File: config.mk
export PLATFORM = sky130hd
export DESIGN_NAME = bvpc_queue
export DESIGN_NICKNAME = d
export VERILOG_FILES = /design/src/rtl/bvpc_pkg.sv /design/src/rtl/bvpc_queue.sv
export SDC_FILE = /design/constraint.sdc
export NUM_CORES = 1
export LEC_CHECK = 0
export ABC_AREA = 0
export BUFFER_PORTS_ARGS = -buffer_cell sky130_fd_sc_hd__buf_2
export CORE_MARGIN = 3
export CORE_UTILIZATION = 35
export DETAILED_ROUTE_END_ITERATION = 6
export GPL_TIMING_DRIVEN = 0
export PLACE_DENSITY = 0.61
export SLEW_MARGIN = 30
export SYNTH_ARGS = -nofsm -noshare
export SYNTH_HDL_FRONTEND = slang
export SYNTH_SLANG_ARGS = --single-unit
File: constraint.sdc
create_clock -name clk -period 9.1 [get_ports clk]
set_input_delay 1.365 -clock clk [delete_from_list [all_inputs] [get_ports clk]]
set_output_delay 1.365 -clock clk [all_outputs]
set_load 0.01 [all_outputs]
File: src/rtl/bvpc_pkg.sv
package bvpc_pkg;

  localparam int unsigned TableEntriesDef = 16;
  localparam int unsigned RuleBitsDef     = 64;
  localparam int unsigned NumTables       = 5;
  localparam int unsigned NumRules        = 65;
  localparam int unsigned QueueDepth      = 2;

  localparam logic [1:0] FUNC_BYTE  = 2'd0;
  localparam logic [1:0] FUNC_WRITE = 2'd1;
  localparam logic [1:0] FUNC_READ  = 2'd2;

  localparam logic [2:0] SEL_SRC_ADDR = 3'd0;
  localparam logic [2:0] SEL_DST_ADDR = 3'd1;
  localparam logic [2:0] SEL_PROTO    = 3'd2;
  localparam logic [2:0] SEL_SRC_PORT = 3'd3;
  localparam logic [2:0] SEL_DST_PORT = 3'd4;
  localparam logic [2:0] SEL_ACTION   = 3'd5;

  localparam logic [2:0] REASON_DROP    = 3'd0;
  localparam logic [2:0] REASON_SHORT   = 3'd1;
  localparam logic [2:0] REASON_NOT_IP  = 3'd2;
  localparam logic [2:0] REASON_PROTO   = 3'd3;
  localparam logic [2:0] REASON_NO_ACT  = 3'd4;

  localparam logic [6:0] NO_RULE = 7'd64;

  localparam logic [7:0] PROTO_ICMP = 8'd1;
  localparam logic [7:0] PROTO_TCP  = 8'd6;
  localparam logic [7:0] PROTO_UDP  = 8'd17;

  typedef enum logic [1:0] {
    JOB_WRITE,
    JOB_READ,
    JOB_CLASSIFY,
    JOB_EARLY
  } job_kind_t;

  // One request from the front part to the back part.
  typedef struct packed {
    job_kind_t   kind;
    logic [2:0]  reason;
    logic        icmp;
    logic [2:0]  table_select;
    logic [3:0]  entry_slot;
    logic [31:0] entry_key;
    logic [63:0] entry_bitmap;
    logic        entry_valid;
    logic [31:0] src_addr;
    logic [31:0] dst_addr;
    logic [7:0]  protocol;
    logic [15:0] src_port;
    logic [15:0] dst_port;
  } job_t;

  typedef enum logic [2:0] {
    BK_IDLE,
    BK_SEARCH,
    BK_ACTION,
    BK_COUNT,
    BK_INC,
    BK_READ,
    BK_OUT
  } back_state_t;

endpackage

File: src/rtl/bvpc_queue.sv
module bvpc_queue (
  input  logic            clk,
  input  logic            rst_n,
  input  logic            wr_valid,
  output logic            wr_ready,
  input  bvpc_pkg::job_t  wr_job,
  output logic            rd_valid,
  input  logic            rd_ready,
  output bvpc_pkg::job_t  rd_job
);
  import bvpc_pkg::*;

  localparam int unsigned PtrW = $clog2(QueueDepth);

  job_t            mem_r [QueueDepth];
  logic [PtrW-1:0] wp_r, rp_r;
  logic [PtrW:0]   cnt_r;
  logic            push, pop;

  assign wr_ready = (cnt_r != PtrW'(0) + (PtrW+1)'(QueueDepth));
  assign rd_valid = (cnt_r != '0);
  assign rd_job   = mem_r[rp_r];
  assign push     = wr_valid && wr_ready;
  assign pop      = rd_valid && rd_ready;

  always_ff @(posedge clk) begin
    if (push) begin
      mem_r[wp_r] <= wr_job;
    end
  end

  always_ff @(posedge clk) begin
    if (!rst_n) begin
      wp_r  <= '0;
      rp_r  <= '0;
      cnt_r <= '0;
    end else begin
      if (push) begin
        wp_r <= wp_r + PtrW'(1);
      end
      if (pop) begin
        rp_r <= rp_r + PtrW'(1);
      end
      cnt_r <= cnt_r + (PtrW+1)'(push) - (PtrW+1)'(pop);
    end
  end

endmodule

==> qor.txt <==
CTS tree = yes
Fraction of layout cells with a size suffix above 1 = 61.29%
CTS max path bufs = 3
Synth Area in XOR/XNOR = 0.05352%
Routed WL = 35540 µm
Syn avg cell area = 23.55 µm²
WHS Path Cells = 2
Synth area leader = edfxtp_1
Worst path most repeated cell = buf_6
PortBufs = 433
Worst setup EP type = primary output
Final period utilization = 36.87%
Post-DR wirelength/cell = 19.43 µm
Unrepaired setup endpoints after global routing = false
DRC = 0
Total die area = 49390 µm²
Total number of vias = 8142
Final Hold Viols = 0
Type of the worst setup path = flip-flop to primary output
Power Density = 267.0 nW/µm²
Cts bufs inserted = 46
PostCTS Resize Cnt = 0
Leakage power = 8.127 nW
Final Net Count = 1403
Adder-Cell Fraction of Synth Area = 0.07646%
Top-count cell post-synth = edfxtp_1
Design area = 21040 µm²
Remaining antenna violation count = 0
Clock latency on the worst-skew pair = 0.55 ns
Crit path DAT = 1.99 ns
Top post-synthesis cells by area = edfxtp_1, mux2_4, mux2_2
Initial antenna violation count = 14
DRT Pass-1 Iters = 4
Syn nets = 914
Compound-gate portion of the synthesized area = 0.3288%
Sink Count = 433
Crit-path cells = buf_6, buf_6, buf_6, mux2_4, buf_2
Seq. cell area = 12950 µm²
Setup Skew = 0.01242 ns
Number of flops mapped to enable cells by yosys = 428
First-pass GRT wire length = 52550 µm
FF+latch count, synth = 433
Rel. slew slack = 56.01%
Req. time, crit path = 7.74 ns
Max cap viols = 0
Worst Max-Slew Pin Slew = 0.6598 ns
Max incr delay on CP = 0.37 ns
Area of the multi-input gates = 3174 µm²
Yosys cell types = 24
Synth Instances = 695
Finish-stage setup viols = 0
Final setup TNS = 0 ns
P&R area growth vs syn = 28.55%
Yosys warns = 0
Worst Path Max Fanout = 10
Post-synthesis mux area share = 18.46%
Post-Synthesis Cell Area = 16360 µm²
Vias in the first global route = 8641
FF-to-FF path depth = 4
Maximum vdd drop = 0.1622 mV
FP Rows = 78
FILL cells = 3955
Routability cong. = 0.7328
Fin. max-slew vios = 0
Die Ht = 222.2 µm
Max H-tree Level = 2
Worst hold path class = flip-flop to flip-flop
Top FF cell, synth = edfxtp_1
Placed Area = 19480 µm²
Status = completed
Io pins = 434
Top post-synthesis cells by count = edfxtp_1, mux2_4, mux2_2, buf_6
GRT Overall Usage = 14.00%
Hold buffer count at CTS = 0
Initial Util = 35.75%
Crit-path slowest cell = mux2_4
Largest family of logic cells by synthesized area = multiplexers
Number of DRC markers in iteration 0 = 432
FFs w/ async S/R, synth = 0%
Yosys top cell area share = 78.54%
Die width = 222.2 µm
Simple-gate area share of the yosys netlist = 0.4511%
Post-CTS Setup Inserts = 0
GR Overflow Total = 0
Number of vias per cell = 4.452
Sequential share of the synthesized area = 79.15%
Root buf cell = clkbuf_16
Hpwl dp = 24810 µm
Largest net degree at the start of global routing = 84
Crit path time final = 3.355 ns
Max Fclk = 298.0 MHz
Core ar. = 45770 µm²
Crit path launch type = flip-flop
Clock transition at path regs = 0.06 ns
[per-stage QoR]
step	hold WS [ns]	total power [mW]	setup WS (ns)	utilization [%]	instances
floorplan	0.5285	3.356	2.198	-	695
global placement	0.5405	3.848	-1.088	42.13	1728
detailed placement	0.5755	3.810	5.974	42.55	1736
CTS	0.5949	5.723	5.635	45.92	1822
global route	0.6293	5.872	5.624	45.95	1827
finish	0.5913	5.616	5.745	45.96	1829
[worst max-delay path, delay by kind of cell (launching register included)]
| family | cells | cell delay (ns) |
|---|---|---|
| buf+inv | 4 | 0.74 |
| flops | 1 | 0.32 |
| mux | 1 | 0.37 |
[layout by cell type, fill, tap and decap left out, types with 2 or more instances in the layout]
cell type  count
buf_2        438
edfxtp_1     428
mux2_4       160
mux2_2        54
clkbuf_16     49
buf_6         19
clkbuf_1      12
clkinv_1       9
clkinv_2       8
diode_2        7
bufinv_16      6
dfxtp_1        5
buf_12         5
and2_1         3
buf_16         3
nand2b_1       2
o21ai_0        2
nor2_1         2
a21bo_2        2
[power by group]
part / leakage [nW] / internal (mW) / switching, mW / total [mW]
clock: 0.753 / 1.15 / 0.726 / 1.88
combinational: 3.33 / 0.635 / 0.634 / 1.27
sequential: 4.05 / 2.42 / 0.0453 / 2.47
[cells by family (layout without fill, tap and decap cells)]
kind of cell               Yosys count  in the layout
adders and majority gates            1              1
muxes                              215            215
other                                0              7
xor gates and xnor gates             1              1
and+or+nand+nor                     13             13
buffers and inverters               25            552
AOI/OAI and AO/OA                    7              7
DFF                                433            433
[metal layers]
metal,up-vias,wire (µm),GRT usage [%]
met4,10,1258,6.275
li1,3772,-,-
met5,-,69,0
met2,291,17920,23.85
met3,74,2819,4.598
met1,3995,13470,16.10
[registers in the layout (all words and copies together) (netlist names), named ones only]
| name | cells |
|---|---|
| wp_r | 1 |
| rp_r | 1 |
| cnt_r | 2 |
| mem_r | 428 |
[path summary, 6_finish.rpt]
check	endpoint	start	slack, ns
max reg2reg	mem_r[0][91]$_DFFE_PP_	cnt_r[0]$_SDFF_PN0_	6.85
min	rp_r$_SDFFE_PN0P_	rp_r$_SDFFE_PN0P_	0.59
max	rd_job[120]	flip-flop	5.74
min reg2reg	rp_r$_SDFFE_PN0P_	rp_r$_SDFFE_PN0P_	0.59
[cell type report]
type                            count  area share (%)
Sequential cell                   433           61.57
Multi-Input combinational cell    237           15.09
Timing Repair Buffer              441           11.17
Clock buffer                       61           6.043
Tap cell                          600           3.569
Clock inverter                     25           1.285
Buffer                             24           1.136
Antenna cell                        7         0.08327
Inverter                            1         0.05353
Note: power is estimated with default switching activity, not from simulation.
