$ cat src/rtl/bvpc_pkg.sv
package bvpc_pkg;

  localparam int unsigned TableEntriesDef = 16;
  localparam int unsigned RuleBitsDef     = 64;
  localparam int unsigned NumTables       = 5;
  localparam int unsigned NumRules        = 65;
  localparam int unsigned QueueDepth      = 2;

  localparam logic [1:0] FUNC_BYTE  = 2'd0;
  localparam logic [1:0] FUNC_WRITE = 2'd1;
  localparam logic [1:0] FUNC_READ  = 2'd2;

  localparam logic [2:0] SEL_SRC_ADDR = 3'd0;
  localparam logic [2:0] SEL_DST_ADDR = 3'd1;
  localparam logic [2:0] SEL_PROTO    = 3'd2;
  localparam logic [2:0] SEL_SRC_PORT = 3'd3;
  localparam logic [2:0] SEL_DST_PORT = 3'd4;
  localparam logic [2:0] SEL_ACTION   = 3'd5;

  localparam logic [2:0] REASON_DROP    = 3'd0;
  localparam logic [2:0] REASON_SHORT   = 3'd1;
  localparam logic [2:0] REASON_NOT_IP  = 3'd2;
  localparam logic [2:0] REASON_PROTO   = 3'd3;
  localparam logic [2:0] REASON_NO_ACT  = 3'd4;

  localparam logic [6:0] NO_RULE = 7'd64;

  localparam logic [7:0] PROTO_ICMP = 8'd1;
  localparam logic [7:0] PROTO_TCP  = 8'd6;
  localparam logic [7:0] PROTO_UDP  = 8'd17;

  typedef enum logic [1:0] {
    JOB_WRITE,
    JOB_READ,
    JOB_CLASSIFY,
    JOB_EARLY
  } job_kind_t;

  // One request from the front part to the back part.
  typedef struct packed {
    job_kind_t   kind;
    logic [2:0]  reason;
    logic        icmp;
    logic [2:0]  table_select;
    logic [3:0]  entry_slot;
    logic [31:0] entry_key;
    logic [63:0] entry_bitmap;
    logic        entry_valid;
    logic [31:0] src_addr;
    logic [31:0] dst_addr;
    logic [7:0]  protocol;
    logic [15:0] src_port;
    logic [15:0] dst_port;
  } job_t;

  typedef enum logic [2:0] {
    BK_IDLE,
    BK_SEARCH,
    BK_ACTION,
    BK_COUNT,
    BK_INC,
    BK_READ,
    BK_OUT
  } back_state_t;

endpackage

$ cat src/rtl/bvpc_front.sv
module bvpc_front (
  input  logic            clk,
  input  logic            rst_n,
  input  logic            in_valid,
  output logic            in_ready,
  input  logic [1:0]      in_func,
  input  logic [7:0]      in_data_byte,
  input  logic            in_last_byte,
  input  logic [2:0]      in_table_select,
  input  logic [3:0]      in_entry_slot,
  input  logic [31:0]     in_entry_key,
  input  logic [63:0]     in_entry_bitmap,
  input  logic            in_entry_valid,
  output logic            job_valid,
  input  logic            job_ready,
  output bvpc_pkg::job_t  job
);
  import bvpc_pkg::*;

  logic [6:0]  pos_r, pos_nxt;
  logic [15:0] eth_r, eth_nxt;
  logic [7:0]  proto_r, proto_nxt;
  logic [31:0] sa_r, sa_nxt, da_r, da_nxt;
  logic [15:0] sp_r, sp_nxt, dp_r, dp_nxt;
  logic        acc;
  logic [7:0]  len;
  logic [2:0]  reason;
  logic        early;

  assign in_ready = job_ready;
  assign acc      = in_valid && in_ready;
  assign len      = {1'b0, pos_r} + 8'd1;

  always_comb begin
    eth_nxt   = eth_r;
    proto_nxt = proto_r;
    sa_nxt    = sa_r;
    da_nxt    = da_r;
    sp_nxt    = sp_r;
    dp_nxt    = dp_r;
    case (pos_r)
      7'd12, 7'd13: eth_nxt = {eth_r[7:0], in_data_byte};
      7'd23: proto_nxt = in_data_byte;
      7'd26, 7'd27, 7'd28, 7'd29: sa_nxt = {sa_r[23:0], in_data_byte};
      7'd30, 7'd31, 7'd32, 7'd33: da_nxt = {da_r[23:0], in_data_byte};
      7'd34, 7'd35: sp_nxt = {sp_r[7:0], in_data_byte};
      7'd36, 7'd37: dp_nxt = {dp_r[7:0], in_data_byte};
      default: ;
    endcase
  end

  always_comb begin
    early  = 1'b1;
    reason = REASON_SHORT;
    if (len < 8'd14) begin
      reason = REASON_SHORT;
    end else if (eth_nxt != 16'h0800) begin
      reason = REASON_NOT_IP;
    end else if (len < 8'd34) begin
      reason = REASON_SHORT;
    end else if (proto_nxt != PROTO_ICMP && proto_nxt != PROTO_TCP &&
                 proto_nxt != PROTO_UDP) begin
      reason = REASON_PROTO;
    end else if (proto_nxt == PROTO_TCP && len < 8'd54) begin
      reason = REASON_SHORT;
    end else if (proto_nxt == PROTO_UDP && len < 8'd42) begin
      reason = REASON_SHORT;
    end else begin
      early = 1'b0;
    end
  end

  always_comb begin
    pos_nxt = pos_r;
    if (acc && in_func == FUNC_BYTE) begin
      if (in_last_byte) begin
        pos_nxt = '0;
      end else if (pos_r != 7'd127) begin
        pos_nxt = pos_r + 7'd1;
      end
    end
  end

  always_comb begin
    job_valid        = 1'b0;
    job              = '0;
    job.table_select = in_table_select;
    job.entry_slot   = in_entry_slot;
    job.entry_key    = in_entry_key;
    job.entry_bitmap = in_entry_bitmap;
    job.entry_valid  = in_entry_valid;
    job.src_addr     = sa_nxt;
    job.dst_addr     = da_nxt;
    job.protocol     = proto_nxt;
    job.src_port     = sp_nxt;
    job.dst_port     = dp_nxt;
    job.icmp         = (proto_nxt == PROTO_ICMP);
    job.reason       = reason;
    job.kind         = early ? JOB_EARLY : JOB_CLASSIFY;
    case (in_func)
      FUNC_BYTE: job_valid = in_valid && in_last_byte;
      FUNC_WRITE: begin
        job_valid = in_valid;
        job.kind  = JOB_WRITE;
      end
      FUNC_READ: begin
        job_valid = in_valid;
        job.kind  = JOB_READ;
      end
      default: job_valid = 1'b0;
    endcase
  end

  always_ff @(posedge clk) begin
    if (!rst_n) begin
      pos_r   <= '0;
      eth_r   <= '0;
      proto_r <= '0;
      sa_r    <= '0;
      da_r    <= '0;
      sp_r    <= '0;
      dp_r    <= '0;
    end else begin
      pos_r <= pos_nxt;
      if (acc && in_func == FUNC_BYTE) begin
        eth_r   <= eth_nxt;
        proto_r <= proto_nxt;
        sa_r    <= sa_nxt;
        da_r    <= da_nxt;
        sp_r    <= sp_nxt;
        dp_r    <= dp_nxt;
      end
    end
  end

endmodule

$ cat config.mk
export PLATFORM = sky130hd
export DESIGN_NAME = bvpc_front
export DESIGN_NICKNAME = d
export VERILOG_FILES = /design/src/rtl/bvpc_pkg.sv /design/src/rtl/bvpc_front.sv
export SDC_FILE = /design/constraint.sdc
export NUM_CORES = 1
export LEC_CHECK = 0
export ABC_AREA = 1
export BUFFER_PORTS_ARGS = -buffer_cell sky130_fd_sc_hd__buf_2
export CORE_AREA = 2 2 131 133
export CTS_BUF_LIST = sky130_fd_sc_hd__clkbuf_8
export DETAILED_ROUTE_END_ITERATION = 7
export DIE_AREA = 0 0 133 135
export HOLD_SLACK_MARGIN = 0.12
export PLACE_DENSITY = 0.79
export SYNTH_ARGS = -nofsm -noshare
export SYNTH_HDL_FRONTEND = slang
export SYNTH_SLANG_ARGS = --single-unit
export TNS_END_PERCENT = 10
$ cat constraint.sdc
create_clock -name clk -period 2.95 [get_ports clk]
set_clock_uncertainty 0.1 [all_clocks]
set_input_delay 0.1475 -clock clk [delete_from_list [all_inputs] [get_ports clk]]
set_output_delay 0.1475 -clock clk [all_outputs]
set_load 0.03 [all_outputs]
==> results of run 1 <==
==> layout make-up <==
type	count	area (sq um)	area share [%]
multi-input cells	643	3250	39.6
flip-flops and latches	127	2540	31.0
inverters	241	905	11.0
repair buffers	144	858	10.5
well taps	220	275	3.36
clock buffers	18	248	3.02
clock inverters	14	120	1.47
==> registers in the layout, summed over array words and instances, names as in the netlist <==
name,cells
da_r,32
sp_r,16
sa_r,32
pos_r,7
dp_r,16
eth_r,16
proto_r,8
==> report_power, final <==
part	internal [mW]	switching, mW	leakage (nW)
Sequential	1.77	0.0272	1.03
Combinational	0.136	0.329	3.17
Clock	0.682	0.724	0.180
==> critical path: stages, from the launching register on <==
cell     delay (ns)
dfxtp_2        0.36
inv_1          0.09
ha_1           0.19
nor2_2         0.06
nor2_4         0.29
nand2_8        0.11
nand2_1        0.08
nand2_1        0.06
nor2_1         0.11
nand2_1        0.09
nor2_2         0.17
nand3_2        0.12
nor2_1         0.11
nand3_1        0.07
nand2_1        0.06
inv_1          0.03
buf_2          0.16
==> through the flow <==
step,area (sq um),worst slack [ns],setup TNS [ns],cells,util [%]
global placement,7680,0.535,0,1363,46.8
finish,8200,0.0834,0,1407,50.0
global route,8200,-0.158,-0.256,1407,50.0
detailed placement,7680,0.509,0,1363,46.8
floorplan,7680,0.381,0,1175,-
CTS,8150,0.0162,0,1405,49.7
==> cells in the mapped netlist <==
master    count
a21oi_1      90
a22oi_1       1
a31oi_1       1
and2_1        1
buf_1         2
buf_2         8
buf_4       107
buf_6         3
clkbuf_1     46
clkinv_1      1
conb_1        1
dfxtp_1     127
ha_1          8
inv_1       235
inv_2         5
nand2_1     199
nand2_2       9
nand2_4       1
nand3_1      19
nand3_2       2
nand3b_1      1
nand4_1       1
nor2_1       27
nor2_2        6
nor2_4        3
nor3_1        1
nor3b_1       1
o211ai_1      4
o21ai_0     177
o21ai_1      43
o21ai_2       4
o21bai_1     36
or2_2         2
xnor2_1       2
xor2_1        1
==> timing repair <==
item | 4_1_cts | 5_1_grt
endpoints found under the hold margin | 22 | 0
setup endpoints to repair | 0 | 26
resized for setup | 0 | 9
hold buffers | 10 | 0
==> cells by family after synthesis <==
group	count (synthesis)	synth area share, %
flops	127	33.1
fa+ha+maj	8	1.30
xor+xnor	3	0.342
other cells	1	0.0488
compound gates	356	24.7
buf+inv	407	25.5
simple gates	273	14.9
==> worst max-delay path by stage <==
stage                     slack, ns                   from       end  cells after the start
after floorplan                0.38  pos_r[1]$_SDFFE_PN0P_  job[210]                     11
after global placement         0.54  pos_r[1]$_SDFFE_PN0P_  job[212]                     14
after detailed placement       0.51  pos_r[0]$_SDFFE_PN0P_  job[212]                     15
after CTS                      0.02  pos_r[0]$_SDFFE_PN0P_  job[212]                     15
after global routing          -0.16  pos_r[1]$_SDFFE_PN0P_  job[212]                     16
final                          0.08  pos_r[1]$_SDFFE_PN0P_  job[212]                     16
==> metal layers <==
metal / global-route usage (%) / up-vias
li1: - / 3544
met4: 12.9 / 0
met2: 36.2 / 262
met5: 0 / -
met1: 25.4 / 3188
met3: 6.68 / 88
==> metrics.txt, run 1 <==
die area 18000 sq um; FF-to-FF Start pos_r[1]$_SDFFE_PN0P_; CTS Root Cell clkbuf_8; critical path type flop to output port; total setup buffers inserted after CTS 0; 1st-iter DRT viols approximately 430; Area Growth Syn to Fin 6.71%; Hold EP pos_r[2]$_SDFFE_PN0P_; number of remaining DRC errors 0; top layer in use met4; power after layout approximately 3.7 mW; Hold Crit Class input port to flop; post-synthesis instance total 1175; Clock Tree Buf Depth 2; share of layout cells above drive strength 1 roughly 17%; Die Height between 100 and 150 microns; Min-Delay Startpoint in_valid; Fillers 1608; TritonCTS clock tree built; WL met3 1550 microns; RSZ-0062 raised after global routing true; largest net degree at the start of global routing 197; Pwr Density between 400 and 500 nW/um^2; vias in the first global route between 6000 and 7000; CP startpoint kind flop; Initial DRT Pass Iterations 5; top area cells in the synthesized netlist dfxtp_1 (33%), o21ai_0 (12%), inv_1 (11%), buf_4 (10%), nand2_1 (9.7%); vias per cell around 5.0; initial antenna violation count 0; clk slew on worst S/H paths around 0.08 ns; HPWL after detailed placement between 10000 and 15000 microns; syn_nets between 1000 and 1500; GRT overflow 0; max cap viols 0; Cell Area, Synth approximately 7700 sq um; status finished, final reports clean; Final Cycle Share between 90% and 100%; initial core utilization between 40% and 50%; CP arrival 2.62 ns; syn_area_per_cell ~6.5 sq um; fin. max-slew vios 0; Placeable Area 16400 sq um; Routed Antenna Nets 0; CTS H-Tree Depth 4; chip width roughly 130 microns; # setup viols final 0; Worst-Skew Late Latency ~0.45 ns; crit path max fanout 9; sequential area share after synthesis between 30% and 40%; Tmin final 2.87 ns; n_diodes 0; DR WL met2 9490 microns; WL/cell ~14 microns; synthesized flop and latch total approximately 130; Worst setup EP type output port; I/O pin total around 340; slew margin rel. roughly 45%; Peak VDD IR between 0.2 and 0.3 mV; maximum clock rate ~0.35 GHz; row cnt 47; Reg2Reg Capture Point sa_r[5]$_SDFFE_PN0P_; hold depth 6; Required @ worst endpoint 2.70 ns; Tightest Pin Transition between 0.8 and 0.9 ns; largest area contributor in the netlist dfxtp_1; Overall Global Routing Usage between 20% and 30%; post-synth cell types 35; Leak Pwr about 4.4 nW; hold_ws ~0.14 ns; clock sink count between 100 and 150; most frequent cells in the layout inv_1 (236), nand2_1 (199), o21ai_0 (177), dfxtp_1 (125), buf_2 (124); vias after detailed routing 7082; R2R setup slack 0.75 ns; most common cell after layout, fill and taps aside inv_1; total routed wirelength 20300 microns; final hold viol count 0; Met1 Wirelength slightly above 8000 microns; PortBufs roughly 130; R2R cell count 9; global-route wire length before repair about 31000 microns; Synth top area share between 30 and 40%; Placer Congestion slightly above 0.9; total CTS buffers 17; Yosys warnings 0; Final nets approximately 1300
Note: power is estimated with default switching activity, not from simulation.
==> inputs of run 2 (changes only) <==
==> constraint.sdc (replaced) <==
create_clock -name clk -period 3.61 [get_ports clk]
set_clock_uncertainty 0.1 [all_clocks]
set_input_delay 0.722 -clock clk [delete_from_list [all_inputs] [get_ports clk]]
set_output_delay 0.722 -clock clk [all_outputs]
set_load 0.03 [all_outputs]
==> run 2 against run 1 <==
Against the previous run: flip-flop and latch count did not move; highest routed layer unchanged; critical endpoint unchanged; critical path type unchanged; total power fell by 14%; wire length rose by 1.9%; largest power group unchanged; global-route usage rose by 0.58 points; register-to-register slack improved by 0.59 ns.
==> metrics.txt, run 2 (synthesis gave the netlist of run 1 again) <==
status finished, final reports clean (unchanged); final std cells w/o fill 1404 (was 1407); row cnt 47 (unchanged); RSZ-0062 raised after global routing true (unchanged); most frequent cells in the layout inv_1 (237), nand2_1 (199), o21ai_0 (176), dfxtp_1 (125), buf_2 (125) (was inv_1 (236), nand2_1 (199), o21ai_0 (177), dfxtp_1 (125), buf_2 (124)); critical path type flop to output port (unchanged); Worst setup EP type output port (unchanged); Placer Congestion 0.925 (was 0.912); Initial DRT Pass Iterations 5 (unchanged); WL/cell 14.7 microns (was 14.4 microns); crit path max fanout 9 (unchanged); Final Cycle Share 95.3%; Crit. Startpoint pos_r[0]$_SDFFE_PN0P_ (was pos_r[1]$_SDFFE_PN0P_); Final nets 1300 (was 1301); area of the multi-input gates 3240 sq um (was 3250 sq um); slew margin rel. 38.9% (was 44.9%); Fillers 1630 (was 1608); CTS H-Tree Depth 4 (unchanged); Required @ worst endpoint 2.79 ns (was 2.70 ns); Clock Tree Buf Depth 2 (unchanged); total routed wirelength 20700 microns (was 20300 microns); Top Registers da_r: 32 flops, sa_r: 32 flops (unchanged); chip width 133 microns (unchanged); Die Height 135 microns (unchanged); Flop pwr share 46.6% (was 49.0%); Overall Global Routing Usage 22.6% (was 22.0%); sw frac 27.4% (was 29.4%); clock sink count 127 (unchanged); Area Growth Syn to Fin 6.42% (was 6.71%); max cap viols 0 (unchanged); HPWL after detailed placement 14300 microns (was 14000 microns); 1st-iter DRT viols 605 (was 429); vias in the first global route 6278 (was 6273); Tightest Pin Transition 0.916 ns (was 0.826 ns); CTS Root Cell clkbuf_8 (unchanged); R2R cell count 10 (was 9); Pwr Density 386 nW/um^2 (was 448 nW/um^2); I/O pin total 335 (unchanged); Setup TNS Final 0 ns (unchanged); number of remaining DRC errors 0 (unchanged); vias after detailed routing 7098 (was 7082); PortBufs 125 (unchanged); largest net degree at the start of global routing 129 (was 197); R2R setup slack 1.34 ns (was 0.75 ns); fin. max-slew vios 0 (unchanged); combinational power share 11.7% (was 12.7%); Sw Pwr 0.864 mW (was 1.08 mW); Hold Crit Class flop to flop (was input port to flop); die area 18000 sq um (unchanged); maximum clock rate between 0.2 and 0.3 GHz; hold depth 2 (was 6); clk slew on worst S/H paths 0.07 ns (was 0.08 ns); GRT overflow 0 (unchanged); global-route wire length before repair 32200 microns (was 31000 microns); Peak VDD IR 0.218 mV (was 0.261 mV); Cells after DPL 1367 (was 1363); worst setup path endpoint job[212] (unchanged); hold_ws 0.408 ns (was 0.144 ns); register area 2540 sq um (unchanged); Worst-Skew Late Latency 0.45 ns (about the same); CTS Hold Buffers Added 0 (was 10); FF-to-FF Start pos_r[0]$_SDFFE_PN0P_ (was pos_r[1]$_SDFFE_PN0P_); Pint 2.29 mW (was 2.59 mW); final hold viol count 0 (unchanged); CP arrival 2.62 ns (about the same); Leak Pwr 4.42 nW (was 4.39 nW); share of layout cells above drive strength 1 17.6% (was 17.3%); Reg2Reg Capture Point sa_r[1]$_SDFFE_PN0P_ (was sa_r[5]$_SDFFE_PN0P_); initial core utilization 46.8% (unchanged); most common cell after layout, fill and taps aside inv_1 (unchanged); TritonCTS clock tree built (unchanged); Tmin final 3.44 ns; n_diodes 0 (unchanged); share of power burned in the clock network 41.6% (was 38.3%); Core Util, Final 49.8% (was 50.0%); total CTS buffers 17 (unchanged); vias per cell 5.06 (was 5.03); Routed Antenna Nets 0 (unchanged); Placeable Area 16400 sq um (unchanged); CP startpoint kind flop (unchanged); # setup viols final 0 (unchanged); power after layout 3.15 mW (was 3.67 mW); initial antenna violation count 0 (unchanged)
-- run 2: cell count changes in the layout (fill, tap and decap cells not counted), moves of 2 or more --
cell           delta
buf_12            -2
buf_4             +9
clkinvlp_4        -4
dlygate4sd3_1    -10
bufinv_16         +3
nor2_2            -2
-- run 2: power groups by stage --
stage          Sequential, mW  Clock (mW)  Combinational, mW
2_1_floorplan            1.50           0              0.474
3_3_place_gp             1.50           0              0.362
3_5_place_dp             1.50           0              0.368
4_1_cts                  1.47        1.33              0.369
5_1_grt                  1.47        1.38              0.408
6_report                 1.47        1.31              0.370
-- run 2: cell type report --
type,instances,area share [%]
multi-input combinational,643,39.6
inverter,241,11.1
timing repair buffer,143,9.81
clock inverter,13,2.14
tap,220,3.37
clock buffer,17,2.86
sequential,127,31.1
-- run 2: worst min path at each step --
stage | to | slack (ns) | from
2_1_floorplan | eth_r[11]$_SDFFE_PN0P_ | 0.37 | eth_r[11]$_SDFFE_PN0P_
3_3_place_gp | eth_r[11]$_SDFFE_PN0P_ | 0.38 | eth_r[11]$_SDFFE_PN0P_
5_1_grt | eth_r[11]$_SDFFE_PN0P_ | 0.43 | eth_r[11]$_SDFFE_PN0P_
4_1_cts | eth_r[11]$_SDFFE_PN0P_ | 0.41 | eth_r[11]$_SDFFE_PN0P_
3_5_place_dp | eth_r[11]$_SDFFE_PN0P_ | 0.38 | eth_r[11]$_SDFFE_PN0P_
6_report | eth_r[11]$_SDFFE_PN0P_ | 0.41 | eth_r[11]$_SDFFE_PN0P_
-- run 2: repair_timing --
item,in CTS,in global routing
gates cloned,1,1
buffers inserted,0,5
pin swaps,1,3
endpoints found under the setup margin,6,30
resized for setup,0,7
-- run 2: worst max-delay path, stage by stage, from the launching register on --
cell and delay (ns):
dfxtp_2 0.36, inv_2 0.09, ha_1 0.18, nor2_1 0.08
nor2_4 0.27, nand2_4 0.14, nand2_1 0.08, nand2_1 0.07
nor2_1 0.10, nand2_1 0.08, nor2_2 0.15, nand3_1 0.09
nor2_1 0.10, nand3_1 0.11, nand2_1 0.08, inv_1 0.03
buf_2 0.16
-- run 2: through the flow --
| stage | area, sq um | setup WS (ns) |
|---|---|---|
| after global routing | 8180 | -0.00676 |
| after global placement | 7680 | 0.538 |
| after floorplan | 7680 | 0.467 |
| after detailed placement | 7680 | 0.500 |
| after CTS | 8090 | 0.0351 |
| final | 8180 | 0.169 |
-- run 2: layer usage --
| layer | global-route usage [%] | up-vias | routed length, microns |
|---|---|---|---|
| li1 | - | 3545 | - |
| met1 | 26.8 | 3209 | 8360 |
| met2 | 36.3 | 250 | 9570 |
| met3 | 6.23 | 94 | 1550 |
| met4 | 14.0 | 0 | 1170 |
| met5 | 0 | - | 0 |
==> inputs of run 3 (changes only) <==
==> constraint.sdc (replaced) <==
create_clock -name clk -period 3.61 [get_ports clk]
set_clock_uncertainty 0.1 [all_clocks]
set_input_delay 1.083 -clock clk [delete_from_list [all_inputs] [get_ports clk]]
set_output_delay 1.083 -clock clk [all_outputs]
set_load 0.03 [all_outputs]
==> run 3 against run 2 <==
Against the previous run: the flow now finishes with violations (negative setup slack); flip-flop and latch count did not move; worst hold slack improved by 0.0045 ns; global-route usage rose by 0.35 points; register-to-register slack improved by 0.17 ns; largest cell class unchanged.
==> metrics.txt, run 3 (synthesis gave the netlist of run 1 again) <==
status finished, violations left (was finished, final reports clean); failing checks negative setup slack; setup slack at placement 0.160 ns (was 0.500 ns); max cap viols 0 (unchanged); final std cells w/o fill 1418 (was 1404); most frequent cells in the layout inv_1 (232), nand2_1 (191), o21ai_0 (150), dfxtp_1 (120), buf_2 (97) (was inv_1 (237), nand2_1 (199), o21ai_0 (176), dfxtp_1 (125), buf_2 (125)); maximum clock rate 0.270 GHz (was 0.291 GHz); Required @ worst endpoint 2.43 ns (was 2.79 ns); share of layout cells above drive strength 1 23.0% (was 17.6%); Cells after DPL 1372 (was 1367); initial core utilization 46.8% (unchanged); Peak VDD IR 0.258 mV (was 0.218 mV); Area Growth Syn to Fin 13.3% (was 6.42%); CP startpoint kind flop (unchanged); initial antenna violation count 0 (unchanged); share of power burned in the clock network 42.2% (was 41.6%); Finished Cell Area 8700 sq um (was 8180 sq um); post-route setup slack -0.0986 ns (was 0.169 ns); Die Height 135 microns (unchanged); Placeable Area 16400 sq um (unchanged); Tmin final 3.71 ns (was 3.44 ns); RSZ-0062 raised after global routing true (unchanged); final hold viol count 0 (unchanged); Pwr Density 372 nW/um^2 (was 386 nW/um^2); n_diodes 0 (unchanged); Pint 2.34 mW (was 2.29 mW); vias after detailed routing 7145 (was 7098); Post-DP Area 7750 sq um (was 7680 sq um); total routed wirelength 21100 microns (was 20700 microns); Initial DRT Pass Iterations 5 (unchanged); 1st-iter DRT viols 581 (was 605); largest net degree at the start of global routing 87 (was 129); Top Registers da_r: 32 flops, sa_r: 32 flops (unchanged); Flop pwr share 45.3% (was 46.6%); clock sink count 127 (unchanged); Overall Global Routing Usage 22.9% (was 22.6%); R2R cell count 10 (unchanged); WL/cell 14.8 microns (was 14.7 microns); Placer Congestion 0.911 (was 0.925); number of remaining DRC errors 0 (unchanged); Core Util, Final 53.0% (was 49.8%); clk slew on worst S/H paths 0.07 ns (about the same); CP arrival 2.53 ns (was 2.62 ns); Final Cycle Share 103% (was 95.3%); fin. max-slew vios 0 (unchanged); Sw Pwr 0.898 mW (was 0.864 mW); die area 18000 sq um (unchanged); total CTS buffers 17 (unchanged); most common cell after layout, fill and taps aside inv_1 (unchanged); HPWL after detailed placement 14400 microns (was 14300 microns); combinational power share 12.5% (was 11.7%); row cnt 47 (unchanged); CTS H-Tree Depth 4 (unchanged); critical path type flop to output port (unchanged); CTS Root Cell clkbuf_8 (unchanged); Worst-Skew Late Latency 0.45 ns (about the same); I/O pin total 335 (unchanged); Hold Crit Class flop to flop (unchanged); chip width 133 microns (unchanged); Leak Pwr 4.56 nW (was 4.42 nW); Fillers 1585 (was 1630); PortBufs 125 (unchanged); sw frac 27.7% (was 27.4%); Final nets 1313 (was 1300); Clock Tree Buf Depth 2 (unchanged); power after layout 3.24 mW (was 3.15 mW); Routed Antenna Nets 0 (unchanged); # setup viols final 3 (was 0); vias in the first global route 6439 (was 6278); hold depth 2 (unchanged); slew margin rel. 63.1% (was 38.9%); global-route wire length before repair 32400 microns (was 32200 microns); GRT overflow 0 (unchanged); Tightest Pin Transition 0.553 ns (was 0.916 ns); TritonCTS clock tree built (unchanged); Worst setup EP type output port (unchanged); crit path max fanout 7 (was 9); vias per cell 5.04 (was 5.06)
-- run 3: cell type report --
class / instances / area [sq um] / area share, %
Clock buffer: 18 / 248 / 2.85
Clock inverter: 13 / 186 / 2.14
Inverter: 241 / 910 / 10.5
Multi-Input combinational cell: 645 / 3450 / 39.6
Sequential cell: 127 / 2560 / 29.4
Tap cell: 220 / 275 / 3.16
Timing Repair Buffer: 154 / 1080 / 12.4
-- run 3: worst max-delay path, stage by stage (launching register included) --
cell     delay (ns)
dfxtp_4        0.38
inv_4          0.07
ha_4           0.13
nor2_2         0.05
nor2_4         0.28
nand2_2        0.15
nand2_2        0.10
nand2_2        0.07
nor2_2         0.10
nand2_1        0.07
nor2_2         0.16
buf_4          0.13
nand2_2        0.06
nand2_2        0.09
o21ai_1        0.09
buf_4          0.17
-- run 3: power by group through the flow --
stage          clock, mW  sequential, mW  combinational (mW)
4_1_cts             1.40            1.47               0.379
3_3_place_gp           0            1.50               0.367
3_5_place_dp           0            1.50               0.373
5_1_grt             1.46            1.47               0.442
6_report            1.37            1.47               0.404
2_1_floorplan          0            1.50               0.474
-- run 3: path summary, 6_finish.rpt --
path | slack (ns) | to | startpoint
setup / recovery | -0.1 | job[210] | pos_r[0]$_SDFFE_PN0P_
hold / removal | 0.41 | proto_r[2]$_SDFFE_PN0P_ | proto_r[2]$_SDFFE_PN0P_
setup reg to reg | 1.51 | sa_r[7]$_SDFFE_PN0P_ | pos_r[0]$_SDFFE_PN0P_
hold reg to reg | 0.41 | proto_r[2]$_SDFFE_PN0P_ | proto_r[2]$_SDFFE_PN0P_
-- run 3: stage by stage --
| stage | hold WS (ns) | setup TNS (ns) |
|---|---|---|
| final | 0.412 | -0.183 |
| after global routing | 0.438 | -1.96 |
| after CTS | 0.410 | -0.0499 |
| after detailed placement | 0.389 | 0 |
| after global placement | 0.382 | 0 |
| after floorplan | 0.368 | 0 |
-- run 3: routing by layer --
metal  vias to the layer above  track usage, %  wire length (microns)
li1                       3575               -                      -
met1                      3239            25.7                   8280
met2                       250            39.6                  10400
met3                        81            6.72                   1560
met4                         0            11.9                    819
met5                         -               0                      0
-- run 3: timing repair --
item | 4_1_cts | 5_1_grt
gates cloned | 4 | 0
gates resized for setup | 24 | 126
setup buffers | 5 | 6
setup endpoints to repair | 30 | 36
hold endpoints to repair | 0 | 0
pin swaps | 8 | 15
hold buffers | 0 | 0
